--- src/design/cia_pkg.sv ---
package cia_pkg;

  localparam logic [1:0] CMD_TICK  = 2'd0;
  localparam logic [1:0] CMD_READ  = 2'd1;
  localparam logic [1:0] CMD_WRITE = 2'd2;

  localparam logic [3:0] REG_PRA  = 4'd0;
  localparam logic [3:0] REG_PRB  = 4'd1;
  localparam logic [3:0] REG_DDRA = 4'd2;
  localparam logic [3:0] REG_DDRB = 4'd3;
  localparam logic [3:0] REG_TALO = 4'd4;
  localparam logic [3:0] REG_TAHI = 4'd5;
  localparam logic [3:0] REG_TBLO = 4'd6;
  localparam logic [3:0] REG_TBHI = 4'd7;
  localparam logic [3:0] REG_TOD0 = 4'd8;
  localparam logic [3:0] REG_TOD3 = 4'd11;
  localparam logic [3:0] REG_SDR  = 4'd12;
  localparam logic [3:0] REG_ICR  = 4'd13;
  localparam logic [3:0] REG_CRA  = 4'd14;
  localparam logic [3:0] REG_CRB  = 4'd15;

  // control register bits
  localparam int CR_START   = 0;
  localparam int CR_PBON    = 1;
  localparam int CR_TOGGLE  = 2;
  localparam int CR_ONESHOT = 3;
  localparam int CR_LOAD    = 4;
  localparam int CRA_INMODE = 5;
  localparam int CRB_ALARM  = 7;
  localparam int ICR_SET    = 7;

  // timer b input modes
  localparam logic [1:0] TB_TICKS  = 2'd0;
  localparam logic [1:0] TB_CNT    = 2'd1;
  localparam logic [1:0] TB_TA     = 2'd2;
  localparam logic [1:0] TB_TA_CNT = 2'd3;

  // interrupt sources
  localparam int INT_TA   = 0;
  localparam int INT_TB   = 1;
  localparam int INT_FLAG = 4;
  localparam int INT_BITS = 5;

  typedef struct packed {
    logic [7:0] read_data;
    logic       irq_line;
    logic       strobe_pc;
    logic [7:0] port_a_drive;
    logic [7:0] port_a_direction;
    logic [7:0] port_b_drive;
    logic [7:0] port_b_direction;
    logic       timer_a_line;
    logic       timer_b_line;
  } result_t;

endpackage

--- src/design/complex_interface_adapter_timers.sv ---
// Timer and interrupt core of a 6526-style interface adapter. Each request is a clock tick,
// a bus read or a bus write; its result (read byte, interrupt line, pc strobe, port latches
// and timer lines after the request) is registered into the head of a two-entry output
// buffer, or into its skid entry while the head waits. One request per cycle is sustained
// while the output is not stalled; the input stalls only when both entries are full.
// Time-of-day and serial registers only hold what is written; they do not count.
module complex_interface_adapter_timers
  import cia_pkg::*;
(
  input  logic       clk,
  input  logic       rst,
  input  logic       in_valid,
  output logic       in_stall,
  input  logic [1:0] command,
  input  logic [3:0] address,
  input  logic [7:0] write_data,
  input  logic       read_side_effect,
  input  logic [7:0] port_a_in,
  input  logic [7:0] port_b_in,
  input  logic       cnt_pin,
  input  logic       flag_pin,
  output logic       out_valid,
  input  logic       out_stall,
  output logic [7:0] read_data,
  output logic       irq_line,
  output logic       strobe_pc,
  output logic [7:0] port_a_drive,
  output logic [7:0] port_a_direction,
  output logic [7:0] port_b_drive,
  output logic [7:0] port_b_direction,
  output logic       timer_a_line,
  output logic       timer_b_line
);

  logic [7:0]          dir_a, dir_b, out_a, out_b;
  logic [15:0]         count_a, reload_a, count_b, reload_b;
  logic [7:0]          control_a, control_b;
  logic [INT_BITS-1:0] pending;
  logic                ir_flag;
  logic [INT_BITS-1:0] enable_mask;
  logic                line_a, line_b, pulse_hold_a, pulse_hold_b;
  logic [7:0]          clock_regs [4];
  logic [7:0]          serial_byte;
  logic                prev_cnt, prev_flag, pc_level, pc_hold;

  logic [7:0]          dir_a_next, dir_b_next, out_a_next, out_b_next;
  logic [15:0]         count_a_next, reload_a_next, count_b_next, reload_b_next;
  logic [7:0]          control_a_next, control_b_next;
  logic [INT_BITS-1:0] pending_next;
  logic                ir_flag_next;
  logic [INT_BITS-1:0] enable_mask_next;
  logic                line_a_next, line_b_next, pulse_hold_a_next, pulse_hold_b_next;
  logic [7:0]          clock_regs_next [4];
  logic [7:0]          serial_byte_next;
  logic                prev_cnt_next, prev_flag_next, pc_level_next, pc_hold_next;

  logic       accept, pop;
  logic       cnt_rise, ta_run, ta_under, tb_run, tb_under;
  logic [1:0] mode_b;
  logic [7:0] pb_value, rdata;
  result_t    result;

  logic    head_valid, skid_valid;
  result_t head, skid;

  assign in_stall = skid_valid;
  assign accept   = in_valid & ~skid_valid;
  assign pop      = head_valid & ~out_stall;

  assign cnt_rise = cnt_pin & ~prev_cnt;
  assign mode_b   = control_b[6:5];
  assign ta_run   = control_a[CR_START] & (~control_a[CRA_INMODE] | cnt_rise);
  assign ta_under = ta_run & (count_a == 16'd0);
  assign tb_run   = control_b[CR_START] &
                    ((mode_b == TB_TICKS) || (mode_b == TB_CNT && cnt_rise) ||
                     (ta_under && (mode_b == TB_TA || (mode_b == TB_TA_CNT && cnt_pin))));
  assign tb_under = tb_run & (count_b == 16'd0);

  always_comb begin
    pb_value = (out_b & dir_b) | (port_b_in & ~dir_b);
    if (control_a[CR_PBON]) begin
      pb_value[6] = line_a;
    end
    if (control_b[CR_PBON]) begin
      pb_value[7] = line_b;
    end
  end

  always_comb begin
    dir_a_next        = dir_a;
    dir_b_next        = dir_b;
    out_a_next        = out_a;
    out_b_next        = out_b;
    count_a_next      = count_a;
    reload_a_next     = reload_a;
    count_b_next      = count_b;
    reload_b_next     = reload_b;
    control_a_next    = control_a;
    control_b_next    = control_b;
    pending_next      = pending;
    ir_flag_next      = ir_flag;
    enable_mask_next  = enable_mask;
    line_a_next       = line_a;
    line_b_next       = line_b;
    pulse_hold_a_next = pulse_hold_a;
    pulse_hold_b_next = pulse_hold_b;
    clock_regs_next   = clock_regs;
    serial_byte_next  = serial_byte;
    prev_cnt_next     = prev_cnt;
    prev_flag_next    = prev_flag;
    pc_level_next     = pc_level;
    pc_hold_next      = pc_hold;
    rdata             = 8'h00;

    unique case (command)
      CMD_TICK: begin
        pc_level_next  = pc_level & pc_hold;
        pc_hold_next   = 1'b0;
        prev_flag_next = flag_pin;
        prev_cnt_next  = cnt_pin;
        if (prev_flag && !flag_pin) begin
          pending_next[INT_FLAG] = 1'b1;
        end
        // timer a
        if (ta_run) begin
          count_a_next = ta_under ? reload_a : count_a - 16'd1;
        end
        if (ta_under) begin
          pending_next[INT_TA] = 1'b1;
          if (control_a[CR_ONESHOT]) begin
            control_a_next[CR_START] = 1'b0;
          end
        end
        if (control_a[CR_TOGGLE]) begin
          line_a_next = line_a ^ ta_under;
        end else begin
          line_a_next       = ta_under | (line_a & pulse_hold_a);
          pulse_hold_a_next = 1'b0;
        end
        // timer b
        if (tb_run) begin
          count_b_next = tb_under ? reload_b : count_b - 16'd1;
        end
        if (tb_under) begin
          pending_next[INT_TB] = 1'b1;
          if (control_b[CR_ONESHOT]) begin
            control_b_next[CR_START] = 1'b0;
          end
        end
        if (control_b[CR_TOGGLE]) begin
          line_b_next = line_b ^ tb_under;
        end else begin
          line_b_next       = tb_under | (line_b & pulse_hold_b);
          pulse_hold_b_next = 1'b0;
        end
        if ((pending_next & enable_mask) != '0) begin
          ir_flag_next = 1'b1;
        end
      end
      CMD_READ: begin
        unique case (address) inside
          REG_PRA:  rdata = (out_a & dir_a) | (port_a_in & ~dir_a);
          REG_PRB: begin
            rdata = pb_value;
            if (read_side_effect) begin
              pc_level_next = 1'b1;
              pc_hold_next  = 1'b1;
            end
          end
          REG_DDRA: rdata = dir_a;
          REG_DDRB: rdata = dir_b;
          REG_TALO: rdata = count_a[7:0];
          REG_TAHI: rdata = count_a[15:8];
          REG_TBLO: rdata = count_b[7:0];
          REG_TBHI: rdata = count_b[15:8];
          [REG_TOD0:REG_TOD3]: rdata = clock_regs[address[1:0]];
          REG_SDR:  rdata = serial_byte;
          REG_ICR: begin
            rdata = {ir_flag, 2'b00, pending};
            if (read_side_effect) begin
              pending_next = '0;
              ir_flag_next = 1'b0;
            end
          end
          REG_CRA:  rdata = control_a;
          default:  rdata = control_b;
        endcase
      end
      CMD_WRITE: begin
        unique case (address) inside
          REG_PRA:  out_a_next = write_data;
          REG_PRB: begin
            out_b_next    = write_data;
            pc_level_next = 1'b1;
            pc_hold_next  = 1'b1;
          end
          REG_DDRA: dir_a_next = write_data;
          REG_DDRB: dir_b_next = write_data;
          REG_TALO: reload_a_next = {reload_a[15:8], write_data};
          REG_TAHI: reload_a_next = {write_data, reload_a[7:0]};
          REG_TBLO: reload_b_next = {reload_b[15:8], write_data};
          REG_TBHI: reload_b_next = {write_data, reload_b[7:0]};
          [REG_TOD0:REG_TOD3]: begin
            // writes with the alarm bit set are dropped; there is no alarm copy
            if (!control_b[CRB_ALARM]) begin
              clock_regs_next[address[1:0]] = write_data;
            end
          end
          REG_SDR:  serial_byte_next = write_data;
          REG_ICR: begin
            if (write_data[ICR_SET]) begin
              enable_mask_next = enable_mask | write_data[INT_BITS-1:0];
            end else begin
              enable_mask_next = enable_mask & ~write_data[INT_BITS-1:0];
            end
            if ((pending & enable_mask_next) != '0) begin
              ir_flag_next = 1'b1;
            end
          end
          REG_CRA: begin
            if (write_data[CR_LOAD]) begin
              count_a_next = reload_a;
            end
            control_a_next = {write_data[7:5], 1'b0, write_data[3:0]};
          end
          default: begin
            if (write_data[CR_LOAD]) begin
              count_b_next = reload_b;
            end
            control_b_next = {write_data[7:5], 1'b0, write_data[3:0]};
          end
        endcase
      end
      default: begin
      end
    endcase
  end

  always_comb begin
    result.read_data        = rdata;
    result.irq_line         = ir_flag_next;
    result.strobe_pc        = pc_level_next;
    result.port_a_drive     = out_a_next;
    result.port_a_direction = dir_a_next;
    result.port_b_drive     = out_b_next;
    result.port_b_direction = dir_b_next;
    result.timer_a_line     = line_a_next;
    result.timer_b_line     = line_b_next;
  end

  always_ff @(posedge clk) begin
    if (rst) begin
      dir_a        <= '0;
      dir_b        <= '0;
      out_a        <= '0;
      out_b        <= '0;
      count_a      <= '1;
      reload_a     <= '1;
      count_b      <= '1;
      reload_b     <= '1;
      control_a    <= '0;
      control_b    <= '0;
      pending      <= '0;
      ir_flag      <= 1'b0;
      enable_mask  <= '0;
      line_a       <= 1'b0;
      line_b       <= 1'b0;
      pulse_hold_a <= 1'b0;
      pulse_hold_b <= 1'b0;
      clock_regs   <= '{default: '0};
      serial_byte  <= '0;
      prev_cnt     <= 1'b0;
      prev_flag    <= 1'b1;
      pc_level     <= 1'b1;
      pc_hold      <= 1'b0;
    end else if (accept) begin
      dir_a        <= dir_a_next;
      dir_b        <= dir_b_next;
      out_a        <= out_a_next;
      out_b        <= out_b_next;
      count_a      <= count_a_next;
      reload_a     <= reload_a_next;
      count_b      <= count_b_next;
      reload_b     <= reload_b_next;
      control_a    <= control_a_next;
      control_b    <= control_b_next;
      pending      <= pending_next;
      ir_flag      <= ir_flag_next;
      enable_mask  <= enable_mask_next;
      line_a       <= line_a_next;
      line_b       <= line_b_next;
      pulse_hold_a <= pulse_hold_a_next;
      pulse_hold_b <= pulse_hold_b_next;
      clock_regs   <= clock_regs_next;
      serial_byte  <= serial_byte_next;
      prev_cnt     <= prev_cnt_next;
      prev_flag    <= prev_flag_next;
      pc_level     <= pc_level_next;
      pc_hold      <= pc_hold_next;
    end
  end

  // output buffer: head drives the ports, skid holds one more result
  always_ff @(posedge clk) begin
    if (rst) begin
      head_valid <= 1'b0;
      skid_valid <= 1'b0;
    end else if (pop) begin
      if (skid_valid) begin
        skid_valid <= 1'b0;
      end else begin
        head_valid <= accept;
      end
    end else if (head_valid) begin
      if (accept) begin
        skid_valid <= 1'b1;
      end
    end else begin
      head_valid <= accept;
    end
  end

  always_ff @(posedge clk) begin
    if (pop) begin
      if (skid_valid) begin
        head <= skid;
      end else if (accept) begin
        head <= result;
      end
    end else if (head_valid) begin
      if (accept) begin
        skid <= result;
      end
    end else if (accept) begin
      head <= result;
    end
  end

  assign out_valid        = head_valid;
  assign read_data        = head.read_data;
  assign irq_line         = head.irq_line;
  assign strobe_pc        = head.strobe_pc;
  assign port_a_drive     = head.port_a_drive;
  assign port_a_direction = head.port_a_direction;
  assign port_b_drive     = head.port_b_drive;
  assign port_b_direction = head.port_b_direction;
  assign timer_a_line     = head.timer_a_line;
  assign timer_b_line     = head.timer_b_line;

endmodule

--- config.mk ---
export PLATFORM = sky130hd
export DESIGN_NAME = complex_interface_adapter_timers
export DESIGN_NICKNAME = d
export VERILOG_FILES = /design/src/design/cia_pkg.sv /design/src/design/complex_interface_adapter_timers.sv
export SDC_FILE = /design/constraint.sdc
export NUM_CORES = 1
export LEC_CHECK = 0
export ABC_AREA = 1
export BUFFER_PORTS_ARGS = -buffer_cell sky130_fd_sc_hd__buf_4
export CORE_MARGIN = 5
export CORE_UTILIZATION = 40
export DETAILED_ROUTE_END_ITERATION = 8
export SYNTH_ARGS = -nofsm -noshare
export SYNTH_HDL_FRONTEND = slang
export SYNTH_SLANG_ARGS = --single-unit
--- constraint.sdc ---
create_clock -name clk -period 6.5 [get_ports clk]
set_clock_uncertainty 0.05 [all_clocks]
set_input_delay 0.325 -clock clk [delete_from_list [all_inputs] [get_ports clk]]
set_output_delay 0.325 -clock clk [all_outputs]
set_load 0.01 [all_outputs]
## Word-level counts from Yosys, hierarchy flattened

Cells that the tools add are included.

| word-level totals | value |
|---|---|
| output and inout bits | 46 |
| word-level logic and storage cells | 236 |
| bits in registers | 255 |
| input bits | 37 |

| cells by class | value |
|---|---|
| bitwise operators | 36 |
| eq/ne operators | 30 |
| order comparisons | 4 |
| $add $sub $neg | 2 |
| reductions and logical operators | 40 |
| mux-type cells | 76 |

Operators with widths:

| kind | number |
|---|---|
| $mux W44 | 4 |
| $mux W16 | 8 |
| $pmux W16 S2 | 4 |
| $mux W8 | 12 |
| $pmux W8 S12 | 1 |
| $and A8 B8 Y8 | 4 |
| $bwmux W32 | 1 |
| $logic_not A16 Y1 | 2 |
| $mux W1 | 32 |
| $sub A16 B1 Y16 const B | 2 |
| $ne A2 B2 Y1 const B | 15 |
| $mux W5 | 5 |
| $reduce_and A5 Y1 | 5 |
| $reduce_and A4 Y1 | 6 |
| $bmux W8 S2 | 1 |
| $demux W8 S2 | 1 |
| $eq A4 B3 Y1 const B | 4 |
| $not A8 Y8 | 2 |
| $or A8 B8 Y8 | 2 |
| $and A5 B5 Y5 | 3 |
| $reduce_and A3 Y1 | 5 |
| $eq A4 B4 Y1 const B | 3 |
| $reduce_or A12 Y1 | 1 |
| $not A1 Y1 | 11 |
| 27 further kinds | 54 |

## Longest topological paths before layout

| depth | value |
|---|---|
| depth after elaboration | 18 |
| gate-level depth with buffers | 14 |
| gate-level depth less buffers | 14 |

## Least setup slack after synthesis

No wires, ideal clock.

| path | value |
|---|---|
| kind | reg2reg |
| start | register head_valid (netlist: out_valid) |
| end | register skid[0] (netlist name), enable pin |
| cell stages (with the launch flop) | 3 |
| setup time | 0.446 ns |
| path buffers | 0 |
| data required time | 6.004 ns |
| path slack | 2.587 ns |
| data arrival time | 3.417 ns |
| cell sequence | dfxtp_1 > nand2_1 > nor2_1 |

| between the ends | value |
|---|---|
| word-level cells in the longest chain between the ends | 3 |

RTL lines:

| element | line | text |
|---|---|---|
| from (decl) | complex_interface_adapter_timers.sv:63 | `logic head_valid, skid_valid;` |
| from (signal assigned) | complex_interface_adapter_timers.sv:312 | `head_valid <= accept;` |
| from (signal assigned) | complex_interface_adapter_timers.sv:319 | `head_valid <= accept;` |
| $and A1 B1 Y1 | complex_interface_adapter_timers.sv:68 | `assign pop = head_valid & ~out_stall;` |
| $not A1 Y1 (no line) | - |  |
| $reduce_and A3 Y1 (no line) * | - |  |
| to (signal assigned) | complex_interface_adapter_timers.sv:332 | `skid <= result;` |
| to (decl) | complex_interface_adapter_timers.sv:64 | `result_t head, skid;` |

Every way passes the cells marked *; elsewhere a longest branch is shown, timed or not.
A chain may end at the register's enable or synchronous reset.

## Final worst setup path

| path | value |
|---|---|
| start | register skid_valid (netlist: in_stall) |
| end | register count_a[14] |

| between the ends | value |
|---|---|
| word-level cells in the longest chain between the ends | 3 |

RTL lines:

| element | line | text |
|---|---|---|
| from (decl) | complex_interface_adapter_timers.sv:63 |  |
| from (signal assigned) | complex_interface_adapter_timers.sv:307 | `skid_valid <= 1'b0;` |
| from (signal assigned) | complex_interface_adapter_timers.sv:310 | `skid_valid <= 1'b0;` |
| from (signal assigned) | complex_interface_adapter_timers.sv:316 | `skid_valid <= 1'b1;` |
| $not A1 Y1 | complex_interface_adapter_timers.sv:67 | `assign accept = in_valid & ~skid_valid;` |
| $and A1 B1 Y1 | complex_interface_adapter_timers.sv:67 |  |
| $reduce_and A5 Y1 (no line) | - |  |
| to (signal assigned) | complex_interface_adapter_timers.sv:281 | `count_a <= count_a_next;` |
| to (decl) | complex_interface_adapter_timers.sv:36 | `logic [15:0] count_a, reload_a, count_b, reload_b;` |

Every way passes these cells.

==> results.yml <==
logic_synthesis:
  synth_mux_area_share_pct: 0.349
  synth_fp_nets: 1549
  syn_area_um2: 12200
  synth_area_per_cell_um2: 8.11
  yosys_register_bits: 253
  synthTopCellsByArea: "dfxtp_1, edfxtp_1, nand2_1"
  synthArstFlopShare_pct: 0
  ys_types: 57
  netlist_instances: 1504
  yosys.area.top_type_share_pct: 27.1
  yosys_most_used_dff: "dfxtp_1"
  synth_top_family_by_area: "simple AND/OR/NAND/NOR gates"
  yosys.area.top_type: "dfxtp_1"
  synthSimpleGateAreaFrac_pct: 22.1
  synth_fa_ha_area_share_pct: 0.820
  yosysSeqAreaShare_pct: 48.7
  synth_compound_gate_area_share_pct: 19.5
  synth_edf_count: 88
  synth_xor_area_share_pct: 1.01
  yosysWarnings: 0
detailed_routing:
  routed_wl_um: 38300
  drtIter0Drc: 1041
  via_per_inst: 5.44
  wl_per_cell_um: 19.5
  vias: 10700
  drt_pre_antenna_iters: 6
  postRouteAntennaNets: 0
  drc: 0
layout:
  num_antenna_cells: 0
  drive_gt1_share_pct: 13.2
  final_common_cell: "nand2_1"
  final_cell_mix: "nand2_1, dfxtp_1, o21ai_0"
  final_area_um2: 13900
  fin_nets: 1595
  area_growth_pct: 14.1
worst_setup_path:
  crit_family: "simple AND/OR/NAND/NOR gates"
  worst_path_most_repeated_cell: "o21ai_0"
  cp.required_ns: 6.83
  critPathKind: "flip-flop to flip-flop"
  reg2reg_from: "in_stall"
  cp-end-kind: "flip-flop"
  rr_worst_depth: 9
  critPathSlowestCell: "nor3_4"
  path_cells: "nor2_8, inv_2, buf_4, nor2_1, inv_1, nor3_4, o21ai_0, o21ai_0, nand3_1"
  critPathBufInv: 3
  path_max_fanout: 53
  r2r-end: "count_a[14]"
  cp_slowest_stage_delay_ns: 0.71
  r2r_slack_ns: 3.15
  critPathLaunchType: "flip-flop"
  cp.arrival_ns: 3.68
cts:
  cts_tree: "yes"
  clk_pin_slew_worst_paths_ns: 0.06
  clock_sinks: 253
  clk_latency_ns: 0.55
  cts_inserted_buffers: 28
  htreeDepth: 1
  postCtsSetupBuffers: 0
  clockBufferDepth: 3
  post_cts_resized: 0
  cts-root-buf: "clkbuf_16"
sta:
  fin_crit_sh_pct: 51.5
  hold_viol: 0
  worst_pin_slew_ns: 1.04
  holdWs_ns: 0.0240
  fin_setup_tns_ns: 0
  fin_crit_ns: 3.35
  finalSetupViolCount: 0
  slew_headroom_pct: 30.0
  rsz0062_at_grt: "no"
  maxSlewViolCount: 0
  max_freq_mhz: 299
  setup_slack_ns: 3.15
min_path:
  holdPathStages: 3
  whs_endpoint: "in_stall"
  min_from: "in_valid"
  holdCritPathClass: "primary input to flip-flop"
place:
  place_area_um2: 13000
  port_buffers: 82
  gp_congestion: 0.970
  dp_hpwl_um: 26200
  post-place-ws_ns: 3.09
pwr:
  finalPower_mw: 3.69
  p_leak_nw: 5.65
  vdd_ir_drop_max_mv: 0.176
  power_density_nw_per_um2: 265
run:
  cap_violations: 0
floorplan:
  core_region_area_um2: 30300
  num_rows: 64
  ios: 83
  start_util_pct: 40.2
  die-area_um2: 34100
  dieWidth_um: 185
  die_y_um: 185
global_routing:
  antenna_found_initial: 1
  grt_max_degree: 105
  grt_pass1_wl_um: 58200
  grt_pass1_vias: 10000
  track_usage_pct: 21.7
  grt_overflow: 0
run_status:
  outcome: "finished clean"
-- cells in the mapped netlist (12+ instances only) --
master and instances:
nor2_4 13, nand3_1 98, o22ai_1 12, nor2_1 113
o21ai_0 141, dfxtp_1 165, a21oi_1 139, xor2_1 13
inv_2 12, o21ai_1 34, nor3_1 13, a22oi_1 14
buf_2 12, nand2_1 307, clkbuf_1 39, inv_1 119
edfxtp_1 88, o211ai_1 39
-- kinds of logic after synthesis --
group	count (synthesis)
xor gates and xnor gates	14
AOI/OAI and AO/OA	418
and+or+nand+nor	594
adders and majority gates	8
muxes	4
DFF	253
buffers and inverters	213
-- worst min-delay path, stage by stage --
cell and delay (ns):
buf_4 0.08, a21oi_1 0.06, nor3_1 0.11
-- final cells by class --
type                            count  area [µm²]
Clock buffer                       36         762
Clock inverter                     16         144
Fill cell                        2989       16400
Inverter                          137         522
Multi-Input combinational cell   1038        5360
Sequential cell                   253        5950
Tap cell                          396         495
Timing Repair Buffer               92         698
-- stage by stage --
stage	util [%]	std cells
global route	45.9	1968
finish	45.9	1968
CTS	45.9	1968
global placement	42.8	1913
detailed placement	42.8	1913
floorplan	-	1504
-- worst max-delay path by stage --
stage / startpoint / endpoint / slack [ns] / depth (start not counted)
after global placement: in_valid / count_a[14] / 3.11 / 11
after global routing: out_valid / port_b_drive[7] / 2.71 / 8
after detailed placement: command[0] / count_a[4] / 3.09 / 8
final: in_stall / count_a[14] / 3.15 / 9
after floorplan: out_valid / skid[0] / 2.59 / 2
after CTS: out_valid / port_b_drive[7] / 3.18 / 8
-- metal layers --
metal	vias up	wire length, µm	track usage (%)
met1	5038	16800	29.8
met3	73	2730	3.85
li1	5249	-	-
met5	-	13	0
met2	346	17600	35.1
met4	2	1210	7.05
-- power by group --
group / switching (mW) / leakage, nW / internal (mW)
clock: 0.660 / 0.432 / 0.908
combinational: 0.248 / 3.01 / 0.129
sequential: 0.0401 / 2.21 / 1.71
-- sequential cells by signal (all words and copies together), names as in the netlist, 3 cells and up --
signal,count
out_b,8
pending,3
clock_regs,32
count_a,16
port_b_drive,8
dir_a,8
reload_b,16
port_b_direction,8
enable_mask,3
dir_b,8
port_a_drive,8
skid,44
out_a,8
control_b,7
serial_byte,8
reload_a,16
read_data,8
port_a_direction,8
control_a,7
count_b,16
-- repair_timing --
item                       CTS  global route
setup endpoints to repair    0             0
hold endpoints to repair     3             0
hold buffers                 3             0
Note: power is estimated with default switching activity, not from simulation.
